--- config.mk ---
export PLATFORM = sky130hd
export DESIGN_NAME = pfpe_ctrl
export DESIGN_NICKNAME = d
export VERILOG_FILES = /design/src/pfpe_pkg.sv /design/src/pfpe_ctrl.sv
export SDC_FILE = /design/constraint.sdc
export NUM_CORES = 1
export LEC_CHECK = 0
export BUFFER_PORTS_ARGS = -buffer_cell sky130_fd_sc_hd__buf_2
export CAP_MARGIN = 5
export CORE_AREA = 2 2 39 41
export CTS_BUF_LIST = sky130_fd_sc_hd__clkbuf_4 sky130_fd_sc_hd__clkbuf_8
export CTS_CLUSTER_DIAMETER = 40
export DETAILED_ROUTE_END_ITERATION = 6
export DIE_AREA = 0 0 41 43
export PLACE_DENSITY = 0.69
export REMOVE_ABC_BUFFERS = 1
export SETUP_SLACK_MARGIN = 0.4
export SYNTH_ARGS = -nofsm -noshare
export SYNTH_HDL_FRONTEND = slang
export SYNTH_SLANG_ARGS = --single-unit
--- constraint.sdc ---
create_clock -name clk -period 1.7 [get_ports clk]
set_input_delay 0 -clock clk [delete_from_list [all_inputs] [get_ports clk]]
set_output_delay 0 -clock clk [all_outputs]
set_load 0.02 [all_outputs]
--- src/pfpe_pkg.sv ---
// ----------------------------------------------------------------------------
// pfpe_pkg
// Shared types, codes and constants for the packed framebuffer pixel engine.
// ----------------------------------------------------------------------------
package pfpe_pkg;

  localparam int MAX_WIDTH_DEFAULT  = 128;
  localparam int MAX_HEIGHT_DEFAULT = 64;

  localparam int CMD_W    = 2;
  localparam int COORD_W  = 16;
  localparam int COLOR_W  = 16;
  localparam int SW_W     = 8;
  localparam int SH_W     = 7;
  localparam int DEPTH_W  = 2;
  localparam int CFG_IDX_W  = 2;
  localparam int CFG_DATA_W = 8;

  localparam logic [SW_W-1:0] RST_SCREEN_WIDTH  = 8'd128;
  localparam logic [SH_W-1:0] RST_SCREEN_HEIGHT = 7'd64;

  localparam logic [7:0] LO_NIB_MASK = 8'h0F;
  localparam logic [7:0] HI_NIB_MASK = 8'hF0;
  localparam logic [7:0] BYTE_ONES   = 8'hFF;

  typedef enum logic [CMD_W-1:0] {
    CMD_SET  = 2'd0,
    CMD_GET  = 2'd1,
    CMD_FILL = 2'd2
  } cmd_code_t;

  typedef enum logic [DEPTH_W-1:0] {
    DEPTH_1BPP  = 2'd0,
    DEPTH_4BPP  = 2'd1,
    DEPTH_8BPP  = 2'd2,
    DEPTH_16BPP = 2'd3
  } depth_t;

  typedef enum logic [CFG_IDX_W-1:0] {
    REG_WIDTH  = 2'd0,
    REG_HEIGHT = 2'd1,
    REG_DEPTH  = 2'd2
  } cfg_reg_t;

  typedef enum logic [1:0] {
    WD_MODIFY   = 2'd0,
    WD_COLOR_LO = 2'd1,
    WD_COLOR_HI = 2'd2,
    WD_FILL     = 2'd3
  } wdata_sel_t;

  typedef enum logic [3:0] {
    ST_IDLE,
    ST_CALC,
    ST_SET_RD,
    ST_SET_MOD,
    ST_SET_LO,
    ST_SET_HI,
    ST_GET_LO,
    ST_GET_HI,
    ST_GET_END,
    ST_FILL,
    ST_FINISH
  } state_t;

  typedef struct packed {
    logic       in_ready;
    logic       load_item;
    logic       calc;
    logic       addr_hi;
    logic       wr;
    wdata_sel_t wsel;
    logic       cap_lo;
    logic       cap_hi;
    logic       fill_step;
    logic       load_result;
  } ctl_t;

  typedef struct packed {
    logic             in_valid;
    logic [CMD_W-1:0] cmd;
    depth_t           depth;
    logic             off;
    logic             fill_empty;
    logic             fill_last;
    logic             out_free;
  } sts_t;

endpackage

--- src/pfpe_ctrl.sv ---
// ----------------------------------------------------------------------------
// pfpe_ctrl
// Command sequencer: steps each item through its frame store accesses.
// ----------------------------------------------------------------------------
module pfpe_ctrl (
  input  logic           clk,
  input  logic           rst,
  input  pfpe_pkg::sts_t sts,
  output pfpe_pkg::ctl_t ctl
);
  import pfpe_pkg::*;

  state_t state;
  state_t state_next;

  always_ff @(posedge clk) begin
    if (rst) begin
      state <= ST_IDLE;
    end else begin
      state <= state_next;
    end
  end

  always_comb begin
    ctl        = '0;
    ctl.wsel   = WD_MODIFY;
    state_next = state;
    unique case (state)
      ST_IDLE: begin
        ctl.in_ready = 1'b1;
        if (sts.in_valid) begin
          ctl.load_item = 1'b1;
          state_next    = ST_CALC;
        end
      end
      ST_CALC: begin
        ctl.calc = 1'b1;
        unique case (sts.cmd)
          CMD_SET: begin
            if (sts.off) begin
              state_next = ST_FINISH;
            end else if (sts.depth == DEPTH_1BPP || sts.depth == DEPTH_4BPP) begin
              state_next = ST_SET_RD;
            end else begin
              state_next = ST_SET_LO;
            end
          end
          CMD_GET: begin
            if (sts.off || sts.depth != DEPTH_16BPP) begin
              state_next = ST_FINISH;
            end else begin
              state_next = ST_GET_LO;
            end
          end
          CMD_FILL: begin
            state_next = sts.fill_empty ? ST_FINISH : ST_FILL;
          end
          default: begin
            state_next = ST_FINISH;
          end
        endcase
      end
      ST_SET_RD: begin
        state_next = ST_SET_MOD;
      end
      ST_SET_MOD: begin
        ctl.wr     = 1'b1;
        ctl.wsel   = WD_MODIFY;
        state_next = ST_FINISH;
      end
      ST_SET_LO: begin
        ctl.wr     = 1'b1;
        ctl.wsel   = WD_COLOR_LO;
        state_next = (sts.depth == DEPTH_16BPP) ? ST_SET_HI : ST_FINISH;
      end
      ST_SET_HI: begin
        ctl.wr      = 1'b1;
        ctl.wsel    = WD_COLOR_HI;
        ctl.addr_hi = 1'b1;
        state_next  = ST_FINISH;
      end
      ST_GET_LO: begin
        state_next = ST_GET_HI;
      end
      ST_GET_HI: begin
        ctl.addr_hi = 1'b1;
        ctl.cap_lo  = 1'b1;
        state_next  = ST_GET_END;
      end
      ST_GET_END: begin
        ctl.cap_hi = 1'b1;
        state_next = ST_FINISH;
      end
      ST_FILL: begin
        ctl.wr        = 1'b1;
        ctl.wsel      = WD_FILL;
        ctl.fill_step = 1'b1;
        if (sts.fill_last) begin
          state_next = ST_FINISH;
        end
      end
      ST_FINISH: begin
        // hold until the result register can take the beat
        if (sts.out_free) begin
          ctl.load_result = 1'b1;
          state_next      = ST_IDLE;
        end
      end
      default: begin
        state_next = ST_IDLE;
      end
    endcase
  end

endmodule

==> results of run 1 <==
[per-stage QoR]
| step | instance area, um2 | worst slack (ns) | utilization | std cells | power [mW] |
|---|---|---|---|---|---|
| 2_1_floorplan | 429 | 0.172 | - | 59 | 0.559 |
| 3_3_place_gp | 569 | 0.283 | 0.411 | 98 | 0.713 |
| 3_5_place_dp | 569 | 0.209 | 0.411 | 98 | 0.718 |
| 4_1_cts | 632 | 0.408 | 0.457 | 103 | 0.910 |
| 5_1_grt | 697 | 0.362 | 0.504 | 105 | 1.09 |
| 6_report | 697 | 0.402 | 0.504 | 105 | 1.02 |
[worst max-delay path by stage]
stage	start	end	slack, ns	cells after the start
5_1_grt	state[1]$_SDFFE_PP0P_	ctl[10]	0.36	3
4_1_cts	state[0]$_SDFFE_PP0P_	ctl[9]	0.41	3
3_3_place_gp	state[1]$_SDFFE_PP0P_	state[0]$_SDFFE_PP0P_	0.28	4
3_5_place_dp	state[1]$_SDFFE_PP0P_	state[0]$_SDFFE_PP0P_	0.21	4
6_report	state[1]$_SDFFE_PP0P_	state[0]$_SDFFE_PP0P_	0.40	4
2_1_floorplan	state[1]$_SDFFE_PP0P_	state[0]$_SDFFE_PP0P_	0.17	4
[repair_timing]
item,4_1_cts,5_1_grt
setup endpoints to repair,14,10
cloned,0,0
resized for setup,9,12
pin swaps,2,4
setup buffers,2,2
[worst max-delay path: cells and delay by family, from the launching register on]
kind	cells	cell delay (ns)
AOI/OAI and AO/OA	2	0.39
DFF	1	0.36
and+or+nand+nor	2	0.49
[power by group through the flow]
stage	Clock [mW]	Combinational [mW]	Sequential [mW]
final	0.118	0.681	0.222
after global routing	0.127	0.736	0.227
after CTS	0.122	0.577	0.211
after detailed placement	0	0.514	0.204
after global placement	0	0.510	0.203
after floorplan	0	0.357	0.202
[logic make-up after synthesis]
family          Yosys count  synth area share
flops                     4             0.174
compound gates           20             0.349
simple gates             29             0.352
buf+inv                  10             0.106
xor+xnor                  1            0.0191
[layout make-up]
class | instances | area share
well taps | 16 | 0.0287
repair buffers | 27 | 0.232
clock buffers | 3 | 0.0323
multi-input cells | 50 | 0.548
inverters | 5 | 0.0269
flip-flops and latches | 4 | 0.133
[layer usage]
layer / wire, um / global-route usage / vias up
met5: 0 / 0 / -
met4: 0 / 0.0600 / 0
met3: 64 / 0.0471 / 0
met2: 761 / 0.319 / 16
met1: 568 / 0.181 / 277
li1: - / - / 289
[layout by cell type, fill, tap and decap left out, types with 2 or more instances in the layout]
cell type	synthesis	layout
sky130_fd_sc_hd__nand2_1	4	4
sky130_fd_sc_hd__nor2_1	7	6
sky130_fd_sc_hd__buf_2	3	18
sky130_fd_sc_hd__buf_4	2	8
sky130_fd_sc_hd__a21oi_1	6	6
sky130_fd_sc_hd__o21ai_0	2	2
sky130_fd_sc_hd__nor3_1	3	3
sky130_fd_sc_hd__inv_1	4	4
sky130_fd_sc_hd__dfxtp_4	0	3
sky130_fd_sc_hd__nand2b_1	3	2
sky130_fd_sc_hd__clkbuf_4	0	3
==> reports/qor_table.md, run 1 <==
| Group | Item | Reported |
|:---|:---|:---|
| pwr | Peak supply drop | 0.457 mV |
| cts | Clock Root Buffer | sky130_fd_sc_hd__clkbuf_4 |
| global route | GR Util All Layers | 0.177 |
| floorplan | Starting Density | 0.332 |
| layout | Seq. cell area | 92.6 um2 |
| critical path | Critical Path Source Type | flip-flop |
| cts | CTS H-tree lvls | 1 |
| layout | Area taken by multi-input logic gates | 382 um2 |
| cts | Largest buffer count on any clock path | 2 |
| cts | Clock net sink count | 4 |
| logic synthesis | Per-instance average area after synthesis | 7.17 um2 |
| pwr | Share of total power in combinational logic | 0.667 |
| drt | DR pass1 iterations | 4 |
| logic synthesis | EDFF count, synth | 0 |
| logic synthesis | Sequential cell area fraction in the yosys report | 0.174 |
| placed design | Final Wtd Congestion | 0.754 |
| pwr | Leakage power | 0.309 nW |
| critical path | Launch point of the worst reg-to-reg path | state[1]$_SDFFE_PP0P_ |
| layout | Area Growth Syn to Fin | 51.8% |
| critical path | Maximum fanout encountered on the critical timing path | 8 |
| drt | Wirelength per Cell | 13.3 um |
| cts | Clock slew at reported path FFs | 0.04 ns |
| pwr | Relative contribution of sequential cells to total power | 0.217 |
| critical path | Series of cell instances along the critical path | or2_4, and2_4, a221oi_4, a32o_1 |
| layout | Post-layout nets | 102 |
| timing | Fin Hold WS | 0.0118 ns |
| critical path | Endpoint type of the worst setup path | flip-flop |
| logic synthesis | Proportion of synthesized flip-flops having asynchronous set or reset | 0 |
| global route | Via count of the first global-routing pass | 531 |
| critical path | Minimum setup slack among reg-to-reg paths | 0.40 ns |
| drt | Via density per instance | 5.54 |
| critical path | Arrival time worst endpoint | 1.47 ns |
| hold path | Number of cells traversed by the worst hold path | 2 |
| layout | Fraction of final layout cells sized beyond drive strength 1 | 0.528 |
| hold path | Endpoint of the worst hold-timing path | state[3]$_SDFFE_PP0P_ |
| critical path | Class of the most critical setup path | reg2reg |
| layout | Biggest regs | state (4) |
| pwr | Switching share of total power | 0.470 |
| global route | Maximum number of pins on one net before global-route repair | 14 |
| drt | Number of design-rule violations left by the first detailed-router iteration | 4 |
| timing | Aggregate negative setup slack | 0 ns |
| floorplan | Std cell rows | 14 |
| logic synthesis | Synth cell types | 34 |
| pwr | P_sw | 480 uW |
| timing | Count of endpoints failing hold in the final timing report | 0 |
| timing | Count of final max-slew check failures | 0 |
| logic synthesis | Synth Instances | 64 |
| floorplan | Die Outline Area | 0.00176 mm2 |
| timing | Min Clock Period, post-route | 1.30 ns |
| outcome | Outcome | completed |
| cts | Clock buffers created by TritonCTS | 3 |
| placed design | Count of input and output buffers | 21 |
| floorplan | Area inside the core boundary | 0.00138 mm2 |
| critical path | Worst-case reg-to-reg path depth | 4 |
| drt | Post-detailed-route DRC marker count | 0 |
| hold path | Launch instance of the worst min-delay path | rst |
| global route | Number of antenna violations at the first check in global routing | 0 |
| run | Number of maximum-capacitance constraint violations | 0 |
| cts | Number of hold buffers added after CTS | 0 |
| critical path | Critical path's slowest cell | sky130_fd_sc_hd__dfxtp_4 |
| timing | Crit share post-route | 0.763 |
| timing | Slew at the pin closest to its max-slew limit | 0.261 ns |
| hold path | Hold WC Path Type | in2reg |
| drt | Total wire length after detailed routing | 1390 um |
| global route | Global-route congestion overflow total | 0 |
| floorplan | Chip width | 41 um |
| drt | Residual antenna-violating net count after detailed routing | 0 |
| layout | Antenna cells | 0 |
| layout | Number of fillers in the final layout | 134 |
| floorplan | Die extent in y | 43 um |
| critical path | Worst path max stage delay | 0.36 ns |
| timing | Final setup fails | 0 |
| cts | Clock tree from TritonCTS | yes |
| layout | Max reg flops | 4 |
| timing | Worst rel slew slack | 0.826 |
| cts | Clock Latency Late Sink | 0.23 ns |
| timing | Maximum frequency from static timing analysis | 771 MHz |
| floorplan | I/O pin count | 22 |
| logic synthesis | Area share of the largest cell type after synthesis | 0.174 |
| logic synthesis | Count of state elements after synthesis | 4 |
| timing | Unrepaired setup endpoints after global routing | true |
| placed design | DPL Wire Length | 945 um |
| global route | First-pass GRT wire length | 2130 um |
| logic synthesis | Top area cells in the synthesized netlist | sky130_fd_sc_hd__dfxtp_1, sky130_fd_sc_hd__a21oi_1, sky130_fd_sc_hd__nor2_1 |
| logic synthesis | Main flop type after synthesis | sky130_fd_sc_hd__dfxtp_1 |
| drt | Vias | 582 |
| critical path | Critical register-to-register path endpoint | state[0]$_SDFFE_PP0P_ |
| pwr | Internal power contribution | 541 uW |
| logic synthesis | Most used standard cell by instance count after synthesis | sky130_fd_sc_hd__nor2_1 |
| critical path | Data required time at the worst endpoint | 1.87 ns |
| logic synthesis | Synthesized cell area | 459 um2 |
| pwr | Proportion of power drawn by the clock network | 0.115 |
| layout | Register name with the most flops | state |
| logic synthesis | Dominant cell type by area after synthesis | sky130_fd_sc_hd__dfxtp_1 |
| timing | Worst clock skew | 0.00203 ns |
| logic synthesis | Top cells by count, synth | sky130_fd_sc_hd__nor2_1, sky130_fd_sc_hd__a21oi_1, sky130_fd_sc_hd__dfxtp_1, sky130_fd_sc_hd__inv_1, sky130_fd_sc_hd__nand2_1 |
| logic synthesis | Yosys warning count | 0 |
| pwr | Power per Cell Area | 1460 mW/mm2 |
Power figures use the tool's default switching activity.
==> run 2, diff against run 1 <==
clock period = 1.2 ns   (was 1.7 ns; I/O delays follow)
==> run 2 against run 1 <==
Net effect:
- critical endpoint is now state[1]$_SDFFE_PP0P_
- the flow now finishes with violations (setup timing)
- sequential power rose by 22%
- power is 110% higher
- utilization grew 23 points
- clock power increased by 44%
- sequential share of layout area is 4.4 points lower
- routed wire length is 49% higher
- via count up 24%
- maximum frequency fell by 0.39%
- critical path type unchanged
- cell count up 20%
==> reports/qor_table.md, run 2 (same netlist as run 1, synthesis figures left out) <==
| Group | Item | Reported | Change |
|:---|:---|:---|:---|
| floorplan | I/O pin count | 22 | unchanged |
| critical path | Data required time at the worst endpoint | 1.32 ns | -0.55 ns |
| timing | Count of final max-slew check failures | 0 | unchanged |
| global route | GR Util All Layers | 0.243 | +0.0661 |
| cts | Clock tree from TritonCTS | yes |  |
| cts | Clock net sink count | 4 | unchanged |
| floorplan | Area inside the core boundary | 0.00138 mm2 | unchanged |
| timing | Slew at the pin closest to its max-slew limit | 0.270 ns | +0.00948 ns |
| layout | Post-layout nets | 123 | +21% |
| timing | Min Clock Period, post-route | 1.30 ns | +0.00506 ns |
| layout | Most common cell after layout, fill and taps aside | sky130_fd_sc_hd__buf_4 |  |
| global route | First-pass GRT wire length | 2880 um | +35% |
| drt | Total wire length after detailed routing | 2080 um | +49% |
| drt | Via density per instance | 5.73 | +3.4% |
| layout | Antenna cells | 0 | unchanged |
| timing | Worst clock skew | 0.00529 ns | +0.00326 ns |
| critical path | Endpoint type of the worst setup path | flip-flop |  |
| floorplan | Starting Density | 0.332 | unchanged |
| cts | Clock buffers created by TritonCTS | 3 | unchanged |
| drt | Post-detailed-route DRC marker count | 0 | unchanged |
| layout | Register name with the most flops | state |  |
| placed design | Count of input and output buffers | 21 | unchanged |
| floorplan | Chip width | 41 um | unchanged |
| layout | Max reg flops | 4 | unchanged |
| layout | Area Growth Syn to Fin | 120% |  |
| placed design | Final Wtd Congestion | 0.788 | +4.5% |
| drt | Number of design-rule violations left by the first detailed-router iteration | 20 | +16 |
| cts | Clock Latency Late Sink | 0.24 ns | about the same |
| timing | Aggregate negative setup slack | -0.740 ns | -0.740 ns |
| placed design | DPL Wire Length | 1120 um | +19% |
| timing | Maximum frequency from static timing analysis | 768 MHz | -0.39% |
| critical path | Critical path's slowest cell | sky130_fd_sc_hd__dfxtp_4 |  |
| floorplan | Die extent in y | 43 um | unchanged |
| layout | Highest-count cells in the layout ignoring fill and taps | sky130_fd_sc_hd__buf_4, sky130_fd_sc_hd__buf_2, sky130_fd_sc_hd__buf_6, sky130_fd_sc_hd__nor2_1 |  |
| outcome | Outcome | complete, but fails checks |  |
| timing | Post-route worst setup slack | -0.103 ns | -0.505 ns |
| critical path | Maximum fanout encountered on the critical timing path | 5 | -3 |
| floorplan | Die Outline Area | 0.00176 mm2 | unchanged |
| pwr | Power per Cell Area | 2130 mW/mm2 | +45% |
| layout | End-of-flow core utilization | 0.729 | +0.225 |
| critical path | Critical Path Source Type | flip-flop |  |
| critical path | Series of cell instances along the critical path | buf_6, buf_6, a311oi_4, nand3_1, a31o_1 |  |
| cts | Largest buffer count on any clock path | 2 | unchanged |
| cts | Clock Root Buffer | sky130_fd_sc_hd__clkbuf_4 |  |
| pwr | Peak supply drop | 1.27 mV | +180% |
| critical path | Critical path's most frequent cell | sky130_fd_sc_hd__buf_6 |  |
| cts | CTS H-tree lvls | 1 | unchanged |
| run | Number of maximum-capacitance constraint violations | 0 | unchanged |
| drt | Vias | 722 | +24% |
| drt | DR pass1 iterations | 4 | unchanged |
| drt | Residual antenna-violating net count after detailed routing | 0 | unchanged |
| critical path | Class of the most critical setup path | reg2reg |  |
| timing | Final setup fails | 12 | +12 |
| timing | Worst rel slew slack | 0.818 | -0.00789 |
| outcome | Violated checks | setup timing |  |
| global route | Via count of the first global-routing pass | 668 | +26% |
| cts | Clock slew at reported path FFs | 0.04 ns | about the same |
| timing | Crit share post-route | 1.09 | +0.322 |
| pwr | Tot Pwr | 2.15 mW | +110% |
| critical path | Arrival time worst endpoint | 1.42 ns | -0.05 ns |
| global route | Number of antenna violations at the first check in global routing | 0 | unchanged |
| floorplan | Std cell rows | 14 | unchanged |
| critical path | Worst path max stage delay | 0.35 ns | about the same |
| global route | Global-route congestion overflow total | 0 | unchanged |
| cts | Number of hold buffers added after CTS | 0 | unchanged |
| hold path | Hold WC Path Type | in2reg |  |
| drt | Wirelength per Cell | 16.5 um | +24% |
| layout | Fraction of final layout cells sized beyond drive strength 1 | 0.736 | +0.208 |
| layout | Biggest regs | state (4) |  |
| pwr | Leakage power | 0.442 nW | +43% |
| global route | Maximum number of pins on one net before global-route repair | 10 | -4 |
| timing | Count of endpoints failing hold in the final timing report | 0 | unchanged |
| timing | Unrepaired setup endpoints after global routing | true |  |
run 2: cell type report:
| class | count | area (um2) |
|---|---|---|
| Multi-Input combinational cell | 50 | 470 |
| Timing Repair Buffer | 48 | 382 |
| Fill cell | 88 | 375 |
| Sequential cell | 4 | 90.1 |
| Inverter | 5 | 23.8 |
| Clock buffer | 3 | 22.5 |
| Tap cell | 16 | 20.0 |
run 2: power by group:
part           switching (mW)  leakage (nW)  internal, mW
Clock                  0.0576        0.0138         0.112
Sequential             0.0739        0.0350         0.196
Combinational           0.796         0.393         0.914
run 2: worst paths after layout:
kind	from	endpoint	slack, ns	cells past startpoint
min	rst	state[3]$_SDFFE_PP0P_	0.02	2
max reg2reg	state[0]$_SDFFE_PP0P_	state[1]$_SDFFE_PP0P_	-0.10	5
max	state[0]$_SDFFE_PP0P_	state[1]$_SDFFE_PP0P_	-0.10	5
min reg2reg	state[3]$_SDFFE_PP0P_	state[2]$_SDFFE_PP0P_	0.61	2
run 2: critical path: cells and delay by family (launching register included):
family,cells,cell delay (ns)
flops,1,0.35
compound gates,2,0.47
buf+inv,2,0.25
simple gates,1,0.11
run 2: stage by stage:
step                instances  area, um2  setup slack [ns]  hold slack, ns
floorplan                  59        429            -0.328          0.0691
global placement          111        667           -0.0208           0.265
detailed placement        111        667           -0.0537           0.262
CTS                       122        898           -0.0900         0.00173
global route              126       1010            -0.160          0.0182
finish                    126       1010            -0.103          0.0224
run 2: what timing repair did:
action                                  CTS  global route
endpoints found under the setup margin   15            15
gates cloned                              0             0
pin swaps                                 9             6
gates resized for setup                  40            16
buffers inserted                          8             4
run 2: metal layers:
layer	part of all wire	GRT usage	wire (um)
met1	0.39	0.251	804
met2	0.53	0.431	1100
met3	0.047	0.0524	98
met4	0.037	0.107	76
met5	0	0	0
==> run 3, diff against run 2 <==
PLACE_DENSITY = 0.6   (was 0.69)
==> run 3 against run 2 <==
Net effect:
- the run still ends with setup timing left
- register-to-register slack hardly changed
- clock power is 2% higher
- maximum frequency is 2.0% lower
- clock-buffer cell count stayed put
- global-route usage is 2.8 points lower
- power is 6.3% lower
==> reports/qor_table.md, run 3 (same netlist as run 1, synthesis figures left out) <==
| Group | Item | Reported | Change |
|:---|:---|:---|:---|
| timing | Crit share post-route | 1.11 | +0.0218 |
| global route | Met1 Resource Use GR | 0.228 | -0.0225 |
| global route | Number of antenna violations at the first check in global routing | 0 | unchanged |
| cts | Clock slew at reported path FFs | 0.04 ns | about the same |
| global route | Most used routing layer | met2 |  |
| layout | Register name with the most flops | state |  |
| layout | Max reg flops | 4 | unchanged |
| hold path | Hold WC Path Type | in2reg |  |
| drt | Residual antenna-violating net count after detailed routing | 0 | unchanged |
| floorplan | Std cell rows | 14 | unchanged |
| timing | Count of final max-slew check failures | 0 | unchanged |
| outcome | Violated checks | setup timing |  |
| timing | Maximum frequency from static timing analysis | 753 MHz | -2.0% |
| global route | Global-route congestion overflow total | 0 | unchanged |
| drt | Via density per instance | 5.42 | -5.3% |
| placed design | Cells after DPL | 114 | +2.7% |
| cts | Clock buffers created by TritonCTS | 3 | unchanged |
| pwr | Leakage power | 0.425 nW | -3.8% |
| layout | Number of non-filler instances in the completed layout | 125 | -0.79% |
| cts | Largest buffer count on any clock path | 2 | unchanged |
| timing | Worst rel slew slack | 0.838 | +0.0202 |
| global route | Met3 Track Usage GR | 0.0681 | +0.0157 |
| cts | Clock tree from TritonCTS | yes |  |
| critical path | Minimum setup slack among reg-to-reg paths | -0.11 ns | about the same |
| timing | Final setup fails | 12 | unchanged |
| pwr | Peak supply drop | 1.10 mV | -13% |
| critical path | Critical Path Source Type | flip-flop |  |
| cts | Clock net sink count | 4 | unchanged |
| critical path | Maximum fanout encountered on the critical timing path | 6 | +1 |
| layout | Area Growth Syn to Fin | 108% |  |
| timing | Unrepaired setup endpoints after global routing | true |  |
| placed design | DPL Wire Length | 1130 um | +0.52% |
| floorplan | Chip width | 41 um | unchanged |
| critical path | Data required time at the worst endpoint | 1.20 ns | -0.12 ns |
| drt | Number of design-rule violations left by the first detailed-router iteration | 22 | +10% |
| timing | Slew at the pin closest to its max-slew limit | 0.243 ns | -0.0275 ns |
| placed design | Count of input and output buffers | 21 | unchanged |
| layout | Antenna cells | 0 | unchanged |
| global route | Maximum number of pins on one net before global-route repair | 9 | -1 |
| floorplan | Area inside the core boundary | 0.00138 mm2 | unchanged |
| timing | Count of endpoints failing hold in the final timing report | 0 | unchanged |
| cts | Clock Latency Late Sink | 0.24 ns | about the same |
| layout | Most common cell after layout, fill and taps aside | sky130_fd_sc_hd__buf_4 |  |
| layout | Post-layout nets | 122 | -0.81% |
| cts | Number of hold buffers added after CTS | 0 | unchanged |
| drt | Total wire length after detailed routing | 1900 um | -8.6% |
| placed design | Final Wtd Congestion | 0.810 | +2.8% |
| drt | DR pass1 iterations | 4 | unchanged |
| floorplan | Starting Density | 0.332 | unchanged |
| floorplan | Die Outline Area | 0.00176 mm2 | unchanged |
| cts | Clock Root Buffer | sky130_fd_sc_hd__clkbuf_4 |  |
| critical path | Class of the most critical setup path | reg2out |  |
| drt | Post-detailed-route DRC marker count | 0 | unchanged |
| floorplan | I/O pin count | 22 | unchanged |
| timing | Min Clock Period, post-route | 1.33 ns | +0.0262 ns |
| critical path | Arrival time worst endpoint | 1.33 ns | -0.09 ns |
| global route | Global-route met2 utilization | 0.384 | -0.0469 |
| timing | Post-route worst setup slack | -0.129 ns | -0.0262 ns |
| run | Number of maximum-capacitance constraint violations | 0 | unchanged |
| layout | Biggest regs | state (4) |  |
| floorplan | Die extent in y | 43 um | unchanged |
| drt | Wirelength per Cell | 15.2 um | -7.9% |
| critical path | Endpoint type of the worst setup path | primary output |  |
| outcome | Outcome | complete, but fails checks |  |
| cts | CTS H-tree lvls | 1 | unchanged |
| pwr | Power per Cell Area | 2110 mW/mm2 | -1.1% |
| pwr | Tot Pwr | 2.01 mW | -6.3% |
| global route | Via count of the first global-routing pass | 607 | -9.1% |
| global route | First-pass GRT wire length | 2540 um | -12% |
| timing | Worst clock skew | 0.00937 ns | +0.00407 ns |
| drt | Vias | 678 | -6.1% |
| layout | Fraction of final layout cells sized beyond drive strength 1 | 0.697 | -0.0391 |
| layout | Highest-count cells in the layout ignoring fill and taps | sky130_fd_sc_hd__buf_4, sky130_fd_sc_hd__buf_2, sky130_fd_sc_hd__buf_6, sky130_fd_sc_hd__a21oi_1 |  |
| global route | GR Util All Layers | 0.215 | -0.0281 |
## run 3: stage by stage
stage / cell area [um2] / setup WS [ns] / utilization / TNS, ns / hold WS [ns]
CTS: 875 / -0.0936 / 0.632 / -0.511 / 0.0156
finish: 956 / -0.129 / 0.691 / -0.935 / 0.0246
global route: 956 / -0.174 / 0.691 / -1.53 / 0.0129
global placement: 689 / -0.0788 / 0.498 / -0.218 / 0.264
detailed placement: 689 / -0.103 / 0.498 / -0.319 / 0.280
floorplan: 429 / -0.328 / - / -1.07 / 0.0691
## run 3: cell type report
cell class                      count  area (um2)
Fill cell                         115         428
Clock buffer                        3        22.5
Timing Repair Buffer               47         365
Multi-Input combinational cell     50         434
Inverter                            5        23.8
Sequential cell                     4        90.1
Tap cell                           16        20.0
## run 3: what timing repair did
item                       4_1_cts  5_1_grt
setup endpoints to repair       15       15
pin swaps                        6        4
setup buffers                    5        3
resized for setup               38       13
## run 3: routing by layer
| metal | wire length, um | part of all wire |
|---|---|---|
| met2 | 1040 | 0.55 |
| met3 | 104 | 0.055 |
| met5 | 0 | 0 |
| met4 | 33 | 0.017 |
| met1 | 719 | 0.38 |
## run 3: path summary, 6_finish.rpt
| kind | start | to | depth (start not counted) |
|---|---|---|---|
| max reg2reg | state[1]$_SDFFE_PP0P_ | state[3]$_SDFFE_PP0P_ | 4 |
| max | state[1]$_SDFFE_PP0P_ | ctl[9] | 4 |
| min | rst | state[3]$_SDFFE_PP0P_ | 2 |
| min reg2reg | state[1]$_SDFFE_PP0P_ | state[1]$_SDFFE_PP0P_ | 2 |
## run 3: critical path, stage by stage (launching register included)
cell and delay, ns:
sky130_fd_sc_hd__dfxtp_2 0.35, sky130_fd_sc_hd__or2_4 0.28, sky130_fd_sc_hd__buf_6 0.14, sky130_fd_sc_hd__nor4_4 0.14, sky130_fd_sc_hd__buf_4 0.18
## run 3: power breakdown
part	internal, mW	leakage (nW)	switching [mW]	total (mW)
Clock	0.112	0.0138	0.0616	0.174
Combinational	0.845	0.376	0.718	1.56
Sequential	0.196	0.0350	0.0811	0.277
Total	1.15	0.425	0.861	2.01
